`config.mk`:
```
export PLATFORM = sky130hd
export DESIGN_NAME = softmax_topk_select_core
export DESIGN_NICKNAME = d
export VERILOG_FILES = /design/src/hw/rtl/stk_pkg.sv /design/src/hw/rtl/stk_cell.sv /design/src/hw/rtl/stk_exp.sv /design/src/hw/rtl/softmax_topk_select_core.sv
export SDC_FILE = /design/constraint.sdc
export NUM_CORES = 2
export LEC_CHECK = 0
export BUFFER_PORTS_ARGS = -buffer_cell sky130_fd_sc_hd__buf_2
export CAP_MARGIN = 15
export CORE_MARGIN = 3
export CORE_UTILIZATION = 59
export DETAILED_ROUTE_END_ITERATION = 8
export PLACE_DENSITY = 0.9
export SLEW_MARGIN = 25
export SYNTH_ARGS = -nofsm -noshare
export SYNTH_HDL_FRONTEND = slang
export SYNTH_SLANG_ARGS = --single-unit
export TNS_END_PERCENT = 30
```
`constraint.sdc`:
```
create_clock -name clk -period 8.25 [get_ports clk]
set_input_delay 0.4125 -clock clk [delete_from_list [all_inputs] [get_ports clk]]
set_output_delay 0.4125 -clock clk [all_outputs]
set_load 0.02 [all_outputs]
```
`src/hw/rtl/stk_pkg.sv`:
```
// ----------------------------------------------------------------------------
// Softmax top-k select package
// Shared widths, constants, cell control type and the exponent table.
// ----------------------------------------------------------------------------
package stk_pkg;

  localparam int unsigned SCORE_W = 16;
  localparam int unsigned E_W     = 17;
  localparam int unsigned SUM_W   = 32;
  localparam int unsigned PROB_W  = 16;
  localparam int unsigned INDEX_W = 10;
  localparam int unsigned RANK_W  = 3;
  localparam int unsigned TOPK_W  = 4;

  localparam logic [16:0]        LOG2E_Q16  = 17'd94548;
  localparam logic [E_W-1:0]     E_ONE      = 17'd65536;
  localparam logic [SCORE_W-1:0] SCORE_MIN  = 16'h8000;
  localparam logic [TOPK_W-1:0]  TOPK_RESET = 4'd5;

  typedef struct packed {
    logic ins;
    logic pop;
  } cell_ctrl_t;

  // round(2^(-2^-(i+1)) * 65536)
  function automatic logic [15:0] exp_frac_c(input logic [2:0] i);
    logic [15:0] c;
    case (i)
      3'd0:    c = 16'd46341;
      3'd1:    c = 16'd55109;
      3'd2:    c = 16'd60097;
      3'd3:    c = 16'd62757;
      3'd4:    c = 16'd64132;
      3'd5:    c = 16'd64830;
      3'd6:    c = 16'd65182;
      3'd7:    c = 16'd65359;
      default: c = 16'd65359;
    endcase
    return c;
  endfunction

endpackage

```
`src/hw/rtl/stk_cell.sv`:
```
// ----------------------------------------------------------------------------
// Softmax top-k select: ranking cell
// Holds one entry of the sorted list; shifts right on insert, left on pop.
// ----------------------------------------------------------------------------
module stk_cell #(
  parameter int unsigned IDX_W = 10
) (
  input  logic                               clk,
  input  stk_pkg::cell_ctrl_t                ctrl,
  input  logic                               occupied,
  input  logic signed [stk_pkg::SCORE_W-1:0] new_score,
  input  logic [IDX_W-1:0]                   new_index,
  input  logic                               take_in,
  input  logic signed [stk_pkg::SCORE_W-1:0] prev_score,
  input  logic [IDX_W-1:0]                   prev_index,
  input  logic signed [stk_pkg::SCORE_W-1:0] next_score,
  input  logic [IDX_W-1:0]                   next_index,
  output logic                               take_out,
  output logic signed [stk_pkg::SCORE_W-1:0] score,
  output logic [IDX_W-1:0]                   index
);

  logic signed [stk_pkg::SCORE_W-1:0] score_r;
  logic [IDX_W-1:0]                   index_r;

  // Equal scores stay ahead, so the earlier index keeps its place.
  assign take_out = !occupied || (new_score > score_r);
  assign score    = score_r;
  assign index    = index_r;

  always_ff @(posedge clk) begin
    if (ctrl.ins && take_out) begin
      score_r <= take_in ? prev_score : new_score;
      index_r <= take_in ? prev_index : new_index;
    end else if (ctrl.pop) begin
      score_r <= next_score;
      index_r <= next_index;
    end
  end

endmodule

```
`src/hw/rtl/stk_exp.sv`:
```
// ----------------------------------------------------------------------------
// Softmax top-k select: fixed-point exponential
// E(-t) in Q1.16 for t in Q8.8, one fraction bit per cycle.
// ----------------------------------------------------------------------------
module stk_exp (
  input  logic                        clk,
  input  logic                        rst_n,
  input  logic                        start,
  input  logic [stk_pkg::SCORE_W-1:0] t,
  output logic                        done,
  output logic [stk_pkg::E_W-1:0]     e
);

  typedef enum logic [1:0] {E_IDLE, E_STEP, E_FIN} exp_state_t;

  exp_state_t             state_r;
  logic [24:0]            y_r;
  logic [stk_pkg::E_W-1:0] r_r;
  logic [2:0]             step_r;
  logic                   done_r;
  logic [stk_pkg::E_W-1:0] e_r;

  logic [32:0]            y_full;
  logic [32:0]            r_prod;
  logic [8:0]             n_w;
  logic [7:0]             f_w;

  assign y_full = 33'(t) * 33'(stk_pkg::LOG2E_Q16);
  assign n_w    = y_r[24:16];
  assign f_w    = y_r[15:8];
  assign r_prod = 33'(r_r) * 33'(stk_pkg::exp_frac_c(step_r)) + 33'd32768;

  assign done = done_r;
  assign e    = e_r;

  always_ff @(posedge clk) begin
    if (!rst_n) begin
      state_r <= E_IDLE;
      done_r  <= 1'b0;
      step_r  <= '0;
    end else begin
      done_r <= 1'b0;
      case (state_r)
        E_IDLE: begin
          if (start) begin
            y_r     <= y_full[32:8];
            r_r     <= stk_pkg::E_ONE;
            step_r  <= '0;
            state_r <= E_STEP;
          end
        end
        E_STEP: begin
          if (f_w[3'd7 - step_r]) begin
            r_r <= r_prod[32:16];
          end
          step_r <= step_r + 3'd1;
          if (step_r == 3'd7) begin
            state_r <= E_FIN;
          end
        end
        E_FIN: begin
          e_r     <= (n_w > 9'd16) ? '0 : (r_r >> n_w[4:0]);
          done_r  <= 1'b1;
          state_r <= E_IDLE;
        end
        default: state_r <= E_IDLE;
      endcase
    end
  end

endmodule

```
`src/hw/rtl/softmax_topk_select_core.sv`:
```
// After acceptance a score keeps busy high through the exponential unit (one fraction bit
// per cycle) and rescale multiply; an ignored non-last score passes the skip state only.
// After the last score each result strobes at the end of the exponential plus a 33-step
// restoring divider, and the next result starts once the head cell has been popped.
// A new score is accepted only while busy is low; results cannot be stalled. Reset (rst_n,
// synchronous, low) clears the set state and sets top_count to 5; cells need no clearing.
// ----------------------------------------------------------------------------
// Softmax top-k select core
// Online softmax sum with a chain of ranking cells for the best scores.
// ----------------------------------------------------------------------------
module softmax_topk_select_core #(
  parameter int unsigned MAX_K      = 8,
  parameter int unsigned MAX_SCORES = 1024
) (
  input  logic                               clk,
  input  logic                               rst_n,
  input  logic                               start,
  output logic                               busy,
  input  logic signed [stk_pkg::SCORE_W-1:0] in_score,
  input  logic                               in_last_score,
  output logic                               out_valid,
  output logic [stk_pkg::INDEX_W-1:0]        out_class_index,
  output logic [stk_pkg::PROB_W-1:0]         out_probability,
  output logic [stk_pkg::RANK_W-1:0]         out_rank,
  output logic                               out_last_result,
  input  logic                               psel,
  input  logic                               penable,
  input  logic                               pwrite,
  input  logic [1:0]                         paddr,
  input  logic [31:0]                        pwdata,
  output logic [31:0]                        prdata,
  output logic                               pready
);

  localparam int unsigned IDX_W  = (MAX_SCORES > 2) ? $clog2(MAX_SCORES) : 1;
  localparam int unsigned CNT_W  = $clog2(MAX_SCORES + 1);
  localparam int unsigned HELD_W = $clog2(MAX_K + 1);

  typedef enum logic [3:0] {
    S_IDLE, S_SKIP, S_EXP, S_ACC, S_OUT, S_OEXP, S_DIV, S_POP
  } core_state_t;

  core_state_t                        state_r;
  logic [stk_pkg::TOPK_W-1:0]         top_count_r;
  logic signed [stk_pkg::SCORE_W-1:0] max_r;
  logic [stk_pkg::SUM_W-1:0]          sum_r;
  logic [CNT_W-1:0]                   count_r;
  logic [HELD_W-1:0]                  held_r;
  logic [HELD_W-1:0]                  rank_r;
  logic signed [stk_pkg::SCORE_W-1:0] score_r;
  logic                               last_r;
  logic                               grow_r;
  logic [48:0]                        prod_r;
  logic [32:0]                        num_r;
  logic [32:0]                        rem_r;
  logic [32:0]                        quo_r;
  logic [5:0]                         div_cnt_r;
  logic                               out_valid_r;
  logic [stk_pkg::INDEX_W-1:0]        out_index_r;
  logic [stk_pkg::PROB_W-1:0]         out_prob_r;
  logic [stk_pkg::RANK_W-1:0]         out_rank_r;
  logic                               out_last_r;

  logic                               accept;
  logic                               take;
  logic signed [stk_pkg::SCORE_W:0]   diff;
  logic                               grow;
  logic                               exp_start;
  logic [stk_pkg::SCORE_W-1:0]        exp_t;
  logic                               exp_done;
  logic [stk_pkg::E_W-1:0]            exp_e;
  logic signed [stk_pkg::SCORE_W:0]   head_diff;
  logic [32:0]                        rounded;
  logic [33:0]                        grown_sum;
  logic [32:0]                        added_sum;
  logic [stk_pkg::SUM_W-1:0]          sum_nxt;
  logic [32:0]                        rem_sh;
  logic                               rem_ge;
  logic [32:0]                        quo_nxt;
  logic [31:0]                        k_eff;
  logic [HELD_W-1:0]                  nres;
  logic [31:0]                        head_idx_ext;
  logic [31:0]                        rank_ext;

  stk_pkg::cell_ctrl_t                cell_ctrl;
  logic signed [stk_pkg::SCORE_W-1:0] cell_score [MAX_K];
  logic [IDX_W-1:0]                   cell_index [MAX_K];
  logic                               cell_take  [MAX_K];
  logic [IDX_W-1:0]                   new_index;

  assign busy   = (state_r != S_IDLE);
  assign accept = start && !busy;
  assign take   = (32'(count_r) < MAX_SCORES);
  assign pready = 1'b1;
  assign prdata = (paddr == 2'd0) ? 32'(top_count_r) : 32'd0;

  assign grow      = in_score > max_r;
  assign diff      = grow ? (17'(in_score) - 17'(max_r)) : (17'(max_r) - 17'(in_score));
  assign head_diff = 17'(max_r) - 17'(cell_score[0]);
  assign new_index = count_r[IDX_W-1:0];

  assign exp_start = (accept && take) || (state_r == S_OUT && rank_r != nres);
  assign exp_t     = (state_r == S_OUT) ? head_diff[stk_pkg::SCORE_W-1:0]
                                        : diff[stk_pkg::SCORE_W-1:0];

  assign cell_ctrl.ins = accept && take;
  assign cell_ctrl.pop = (state_r == S_POP);

  // Online sum: rescale by E(old max - new max) when the maximum rises.
  assign rounded   = 33'((prod_r + 49'd32768) >> 16);
  assign grown_sum = 34'(rounded) + 34'(stk_pkg::E_ONE);
  assign added_sum = 33'(sum_r) + 33'(prod_r[stk_pkg::E_W-1:0]);
  always_comb begin
    if (grow_r) begin
      sum_nxt = (grown_sum > 34'hFFFF_FFFF) ? 32'hFFFF_FFFF : grown_sum[31:0];
    end else begin
      sum_nxt = added_sum[32] ? 32'hFFFF_FFFF : added_sum[31:0];
    end
  end

  assign rem_sh  = {rem_r[31:0], num_r[32]};
  assign rem_ge  = rem_sh >= {1'b0, sum_r};
  assign quo_nxt = {quo_r[31:0], rem_ge};

  always_comb begin
    k_eff = (top_count_r == '0) ? 32'd1 : 32'(top_count_r);
    if (k_eff > MAX_K) begin
      k_eff = MAX_K;
    end
    nres = (k_eff < 32'(held_r)) ? HELD_W'(k_eff) : held_r;
  end

  assign head_idx_ext = 32'(cell_index[0]);
  assign rank_ext     = 32'(rank_r);

  stk_exp u_exp (
    .clk   (clk),
    .rst_n (rst_n),
    .start (exp_start),
    .t     (exp_t),
    .done  (exp_done),
    .e     (exp_e)
  );

  for (genvar i = 0; i < MAX_K; i++) begin : g_cell
    logic signed [stk_pkg::SCORE_W-1:0] prev_s;
    logic [IDX_W-1:0]                   prev_i;
    logic                               prev_t;
    logic signed [stk_pkg::SCORE_W-1:0] next_s;
    logic [IDX_W-1:0]                   next_i;
    if (i == 0) begin : g_head
      assign prev_s = cell_score[0];
      assign prev_i = cell_index[0];
      assign prev_t = 1'b0;
    end else begin : g_body
      assign prev_s = cell_score[i-1];
      assign prev_i = cell_index[i-1];
      assign prev_t = cell_take[i-1];
    end
    if (i == MAX_K - 1) begin : g_tail
      assign next_s = cell_score[i];
      assign next_i = cell_index[i];
    end else begin : g_mid
      assign next_s = cell_score[i+1];
      assign next_i = cell_index[i+1];
    end
    stk_cell #(.IDX_W(IDX_W)) u_cell (
      .clk        (clk),
      .ctrl       (cell_ctrl),
      .occupied   (32'(held_r) > i),
      .new_score  (in_score),
      .new_index  (new_index),
      .take_in    (prev_t),
      .prev_score (prev_s),
      .prev_index (prev_i),
      .next_score (next_s),
      .next_index (next_i),
      .take_out   (cell_take[i]),
      .score      (cell_score[i]),
      .index      (cell_index[i])
    );
  end

  always_ff @(posedge clk) begin
    if (!rst_n) begin
      top_count_r <= stk_pkg::TOPK_RESET;
    end else if (psel && penable && pwrite && paddr == 2'd0) begin
      top_count_r <= pwdata[stk_pkg::TOPK_W-1:0];
    end
  end

  always_ff @(posedge clk) begin
    if (!rst_n) begin
      state_r     <= S_IDLE;
      max_r       <= stk_pkg::SCORE_MIN;
      sum_r       <= '0;
      count_r     <= '0;
      held_r      <= '0;
      rank_r      <= '0;
      out_valid_r <= 1'b0;
    end else begin
      out_valid_r <= 1'b0;
      case (state_r)
        S_IDLE: begin
          if (accept) begin
            score_r <= in_score;
            last_r  <= in_last_score;
            grow_r  <= grow;
            if (take) begin
              count_r <= count_r + CNT_W'(1);
              if (held_r != HELD_W'(MAX_K)) begin
                held_r <= held_r + HELD_W'(1);
              end
              state_r <= S_EXP;
            end else begin
              state_r <= in_last_score ? S_OUT : S_SKIP;
            end
          end
        end
        S_SKIP: state_r <= S_IDLE;
        S_EXP: begin
          if (exp_done) begin
            prod_r  <= grow_r ? (49'(sum_r) * 49'(exp_e)) : 49'(exp_e);
            state_r <= S_ACC;
          end
        end
        S_ACC: begin
          sum_r <= sum_nxt;
          if (grow_r) begin
            max_r <= score_r;
          end
          state_r <= last_r ? S_OUT : S_IDLE;
        end
        S_OUT: begin
          if (rank_r == nres) begin
            max_r   <= stk_pkg::SCORE_MIN;
            sum_r   <= '0;
            count_r <= '0;
            held_r  <= '0;
            rank_r  <= '0;
            state_r <= S_IDLE;
          end else begin
            state_r <= S_OEXP;
          end
        end
        S_OEXP: begin
          if (exp_done) begin
            num_r     <= {exp_e, 16'd0};
            rem_r     <= '0;
            quo_r     <= '0;
            div_cnt_r <= '0;
            state_r   <= S_DIV;
          end
        end
        S_DIV: begin
          num_r     <= {num_r[31:0], 1'b0};
          rem_r     <= rem_ge ? (rem_sh - {1'b0, sum_r}) : rem_sh;
          quo_r     <= quo_nxt;
          div_cnt_r <= div_cnt_r + 6'd1;
          if (div_cnt_r == 6'd32) begin
            out_valid_r <= 1'b1;
            out_index_r <= head_idx_ext[stk_pkg::INDEX_W-1:0];
            out_prob_r  <= (quo_nxt > 33'h0FFFF) ? 16'hFFFF : quo_nxt[15:0];
            out_rank_r  <= rank_ext[stk_pkg::RANK_W-1:0];
            out_last_r  <= (rank_r + HELD_W'(1)) == nres;
            state_r     <= S_POP;
          end
        end
        S_POP: begin
          rank_r  <= rank_r + HELD_W'(1);
          state_r <= S_OUT;
        end
        default: state_r <= S_IDLE;
      endcase
    end
  end

  assign out_valid       = out_valid_r;
  assign out_class_index = out_index_r;
  assign out_probability = out_prob_r;
  assign out_rank        = out_rank_r;
  assign out_last_result = out_last_r;

endmodule

```
==> summary by stage <==
Drt
Detailed routing placed a total of just over 80000 µm of wire on met2. The detailed-routing wirelength on met1 is around 65000 µm. The count of nets left with antenna violations after detail routing is 0. The pre-antenna-repair detailed-routing pass consisted of 8 iterations. The violation count after the first detailed-routing iteration is between 4000 and 5000.

Detailed routing placed a total of around 16000 µm of wire on met3. The final layout contains routed wiring with a total length of between 150000 and 200000 µm. After detailed routing, the number of vias per cell comes to 6.090.

The routed layout has ~50000 vias. In the final routed layout, each cell accounts on average for 20.64 µm. The highest metal layer used by the detailed router is met4. After detailed routing, the number of remaining DRC violations is 0.

Worst setup path
For flop-to-flop paths, the worst setup slack is around 0.19 ns. The worst setup path is of the reg2reg kind. STA classifies the critical path startpoint as a register. The slowest cell on the critical path is sky130_fd_sc_hd__fa_1. Data on the critical path arrives at its endpoint at 8.46 ns.

The endpoint required time on the critical path is 8.65 ns. The category of the worst setup path capture point is a register. The largest incremental delay on the critical path is 0.56 ns.

The top fanout value on the critical path is 3. The most frequent cell on the critical path is sky130_fd_sc_hd__inv_1.

Clocking
The insertion delay of the later-clocked pin in the worst-skew pair is around 0.7 ns. The tree is rooted in a sky130_fd_sc_hd__clkbuf_16. The clock sink count is approximately 540. The CTS tree is yes.

The clock tree synthesis step divided the H-tree into 2 levels. TritonCTS created 61 clock buffers. The longest clock path from root to sink contains 3 buffers. After clock tree synthesis, the clock-pin slew on the worst setup and hold paths is 0.07 ns.

STA
Between clock sinks in the finished design, the worst skew comes to 0.04787 ns. The post-route minimum period is 8.061 ns. The total negative setup slack is 0 ns.

The highest clock rate is 0.1241 GHz. The measured slew at the worst slew-check pin is ~1.0 ns. The count of final hold-check violations is 0. The period utilization is 97.70%.

The setup-violating endpoint count in the final report is 0. The headroom to the max-slew limit is 31.41%. After layout, the worst setup slack is 0.1894 ns. The number of max-slew violations in the final report is 0.

Floorplan
For this configuration, the core starts out at a cell density of roughly 60%. The number of standard-cell rows in the floorplan is between 100 and 150. The area of the die is between 0.1 and 0.15 mm². The core region is ~0.10 mm². Measured along the x axis, the die boundary spans between 300 and 400 µm. In this run the count of I/O pins placed on the die edge is ~120.

The chip height is 331.4 µm.

Power and ir drop
Registers are responsible for 13.9% of the overall power. The analysis attributes to cell leakage a power of between 30 and 40 nW. The peak supply drop is around 1600 µV. The part of the total power dissipated in the clock network is under 10%. For this design the ratio of total power to cell area is about 420 mW/mm². The internal power component is between 10 and 15 mW.

The switching share of power is between 40% and 50%. The fraction of power consumed by combinational cells is between 70% and 80%. In this run the power spent charging and discharging nets is approximately 14 mW.

Hold path
The kind of path behind the tightest hold check is in2reg.

Logic synthesis
In this run, synthesis inferred ~440 flip-flops with an integrated enable. The Yosys step of the flow raised 0 warnings. The async set-reset flop share out of synthesis is 0%.

The synthesized netlist contains 90 unique library cells. The number of instances in the synthesized netlist is between 6000 and 7000. Summing every instance area after synthesis gives between 0.06 and 0.07 mm². For this run, the leading register cell type out of synthesis is sky130_fd_sc_hd__edfxtp_1. A synthesized cell averages roughly 9.3 µm². Counting flops and latches in the post-synthesis netlist gives 537.

The portion of the post-synthesis area used by sequential elements is 24.30%.

Placed design
The cell area after placement is ~0.065 mm². The number of port buffers is 64. The pre-CTS worst setup slack is -0.5659 ns. The instance count after placement with tap cells included is 8104.

Routability-driven placement finished with a final weighted congestion of about 0.96. The half-perimeter wire length of the detailed placement result is between 100000 and 150000 µm.

Final layout
Leaving out fill and tap cells, the most frequent cell in the layout is sky130_fd_sc_hd__inv_1. For this run, the number of standard cells in the final layout without fillers is about 8000. From synthesis to final layout, the design area changed by 8.784%. With fillers left out, the area of the finished cells amounts to 0.06797 mm². The layout has 7599 filler cells. At the end of the flow the core is filled with cells to ~65%.

The share of layout cells above drive strength 1 is under 10%. In the layout the commonest cells are 1051 x sky130_fd_sc_hd__inv_1, 882 x sky130_fd_sc_hd__nand2_1, 725 x sky130_fd_sc_hd__fa_1. The net count of the finished layout is 8205.

Run
The number of maximum-capacitance violations is 0.

GRT
In the global route stage, overall resource usage came out at 30.63%. The pin count of the biggest net entering global routing is 65. The number of global-route vias before repair was between 50000 and 60000. The total global routing overflow is 0.

The number of antenna violations at the first check in global routing is 5. The global-route wire length before repair is about 270000 µm.

Status
The flow ran to the end, and the final reports show no timing, DRC or antenna violations.
[logic make-up (layout without fill, tap and decap cells)]
logic type / count (synthesis) / after routing / synth area share [%]
simple gates: 2023 / 2023 / 15.04
buf+inv: 1412 / 1529 / 8.684
fa+ha+maj: 1342 / 1342 / 35.64
compound gates: 982 / 982 / 9.832
flops: 537 / 537 / 24.30
mux: 238 / 238 / 3.981
xor+xnor: 179 / 179 / 2.509
other cells: 2 / 30 / 0.01202
[path summary, 6_finish.rpt]
kind | from | endpoint | cells past startpoint
max | max_r[0] | u_exp.y_r[19] | 35
min reg2reg | g_cell[0].u_cell.index[0] | out_class_index[0] | 0
min | in_last_score | last_r | 1
max reg2reg | max_r[0] | u_exp.y_r[19] | 35
[registers in the layout (all words and copies together) (netlist names), 6 cells and up, named ones only]
register / flops
u_exp.y_r: 17
div_cnt_r: 6
out_class_index: 10
g_cell.u_cell.score: 128
prod_r: 49
u_exp.e: 17
quo_r: 32
num_r: 17
g_cell.u_cell.index: 80
max_r: 16
count_r: 11
u_exp.r_r: 17
sum_r: 32
rem_r: 32
out_probability: 16
score_r: 16
[layout make-up]
cell class	count	area (µm²)	area share (%)
multi-input combinational	4793	42440	62.43
sequential	537	15190	22.34
inverter	1056	3968	5.837
timing repair buffer	357	2620	3.854
tap	1380	1727	2.540
clock buffer	77	1637	2.408
clock inverter	39	396.6	0.5835
antenna	1	2.502	0.003681
[power by group through the flow]
stage               Combinational (mW)  Sequential (mW)  Clock, mW
floorplan                         15.8             3.84          0
global placement                  19.9             4.00          0
detailed placement                21.0             4.01          0
CTS                               21.5             3.95       2.80
global route                      24.8             3.99       2.91
finish                            21.9             3.97       2.79
[metrics by stage]
step / hold slack [ns] / power (mW)
2_1_floorplan: 0.4257 / 19.61
3_3_place_gp: 0.4574 / 23.85
3_5_place_dp: 0.4370 / 25.04
4_1_cts: 0.03550 / 28.29
5_1_grt: 0.05021 / 31.67
6_report: 0.06323 / 28.67
[critical path: cells and delay by family, from the launching register on]
kind                     cells  cell delay [ns]
multiplexers                 1             0.19
adder cells (fa/ha/maj)      9             3.52
flip-flops                   1             0.36
XOR/XNOR                     2             0.29
AO/OA/AOI/OAI               14             2.64
buffers and inverters        8             0.69
AND/OR/NAND/NOR              1             0.10
[synthesized netlist by cell type, types with 18 or more instances]
| cell | number | area share [%] |
|---|---|---|
| sky130_fd_sc_hd__xor2_1 | 68 | 0.95 |
| sky130_fd_sc_hd__edfxtp_1 | 443 | 21 |
| sky130_fd_sc_hd__and3_1 | 52 | 0.52 |
| sky130_fd_sc_hd__a31oi_1 | 24 | 0.24 |
| sky130_fd_sc_hd__dfxtp_1 | 94 | 3.0 |
| sky130_fd_sc_hd__mux2i_1 | 190 | 3.0 |
| sky130_fd_sc_hd__nor2_1 | 388 | 2.3 |
| sky130_fd_sc_hd__nor3_1 | 67 | 0.54 |
| sky130_fd_sc_hd__xnor2_1 | 111 | 1.6 |
| sky130_fd_sc_hd__mux2_2 | 44 | 0.79 |
| sky130_fd_sc_hd__nand2b_1 | 53 | 0.53 |
| sky130_fd_sc_hd__o21bai_1 | 20 | 0.24 |
| sky130_fd_sc_hd__nor4_1 | 30 | 0.30 |
| sky130_fd_sc_hd__clkbuf_1 | 305 | 1.8 |
| sky130_fd_sc_hd__o21a_1 | 52 | 0.62 |
| sky130_fd_sc_hd__fa_1 | 730 | 23 |
| sky130_fd_sc_hd__nand2_1 | 883 | 5.3 |
| sky130_fd_sc_hd__ha_1 | 612 | 12 |
| sky130_fd_sc_hd__a21o_1 | 97 | 1.2 |
| sky130_fd_sc_hd__inv_1 | 1055 | 6.3 |
| sky130_fd_sc_hd__a211oi_1 | 37 | 0.44 |
| sky130_fd_sc_hd__and2_1 | 262 | 2.6 |
| sky130_fd_sc_hd__o21ai_0 | 230 | 1.8 |
| sky130_fd_sc_hd__a21oi_1 | 337 | 2.7 |
| sky130_fd_sc_hd__nand3_1 | 102 | 0.82 |
| sky130_fd_sc_hd__nor2b_1 | 42 | 0.42 |
| sky130_fd_sc_hd__nand4_1 | 58 | 0.58 |
| sky130_fd_sc_hd__or3_1 | 20 | 0.20 |
| sky130_fd_sc_hd__buf_4 | 29 | 0.35 |
| sky130_fd_sc_hd__buf_1 | 18 | 0.11 |
[metal layers]
| layer | global-route usage (%) | up-vias |
|---|---|---|
| met5 | 0 | - |
| met4 | 14.24 | 0 |
| met3 | 4.834 | 643 |
| met2 | 50.66 | 2799 |
| met1 | 39.72 | 24560 |
| li1 | - | 22180 |
[timing repair]
action	CTS	global route
cloned	0	0
pin swaps	10	32
endpoints found under the hold margin	4	0
endpoints found under the setup margin	8	15
gates resized for setup	14	42
setup buffers	1	13
hold buffers	4	0
No activity file was read; power rests on OpenSTA's default activity.
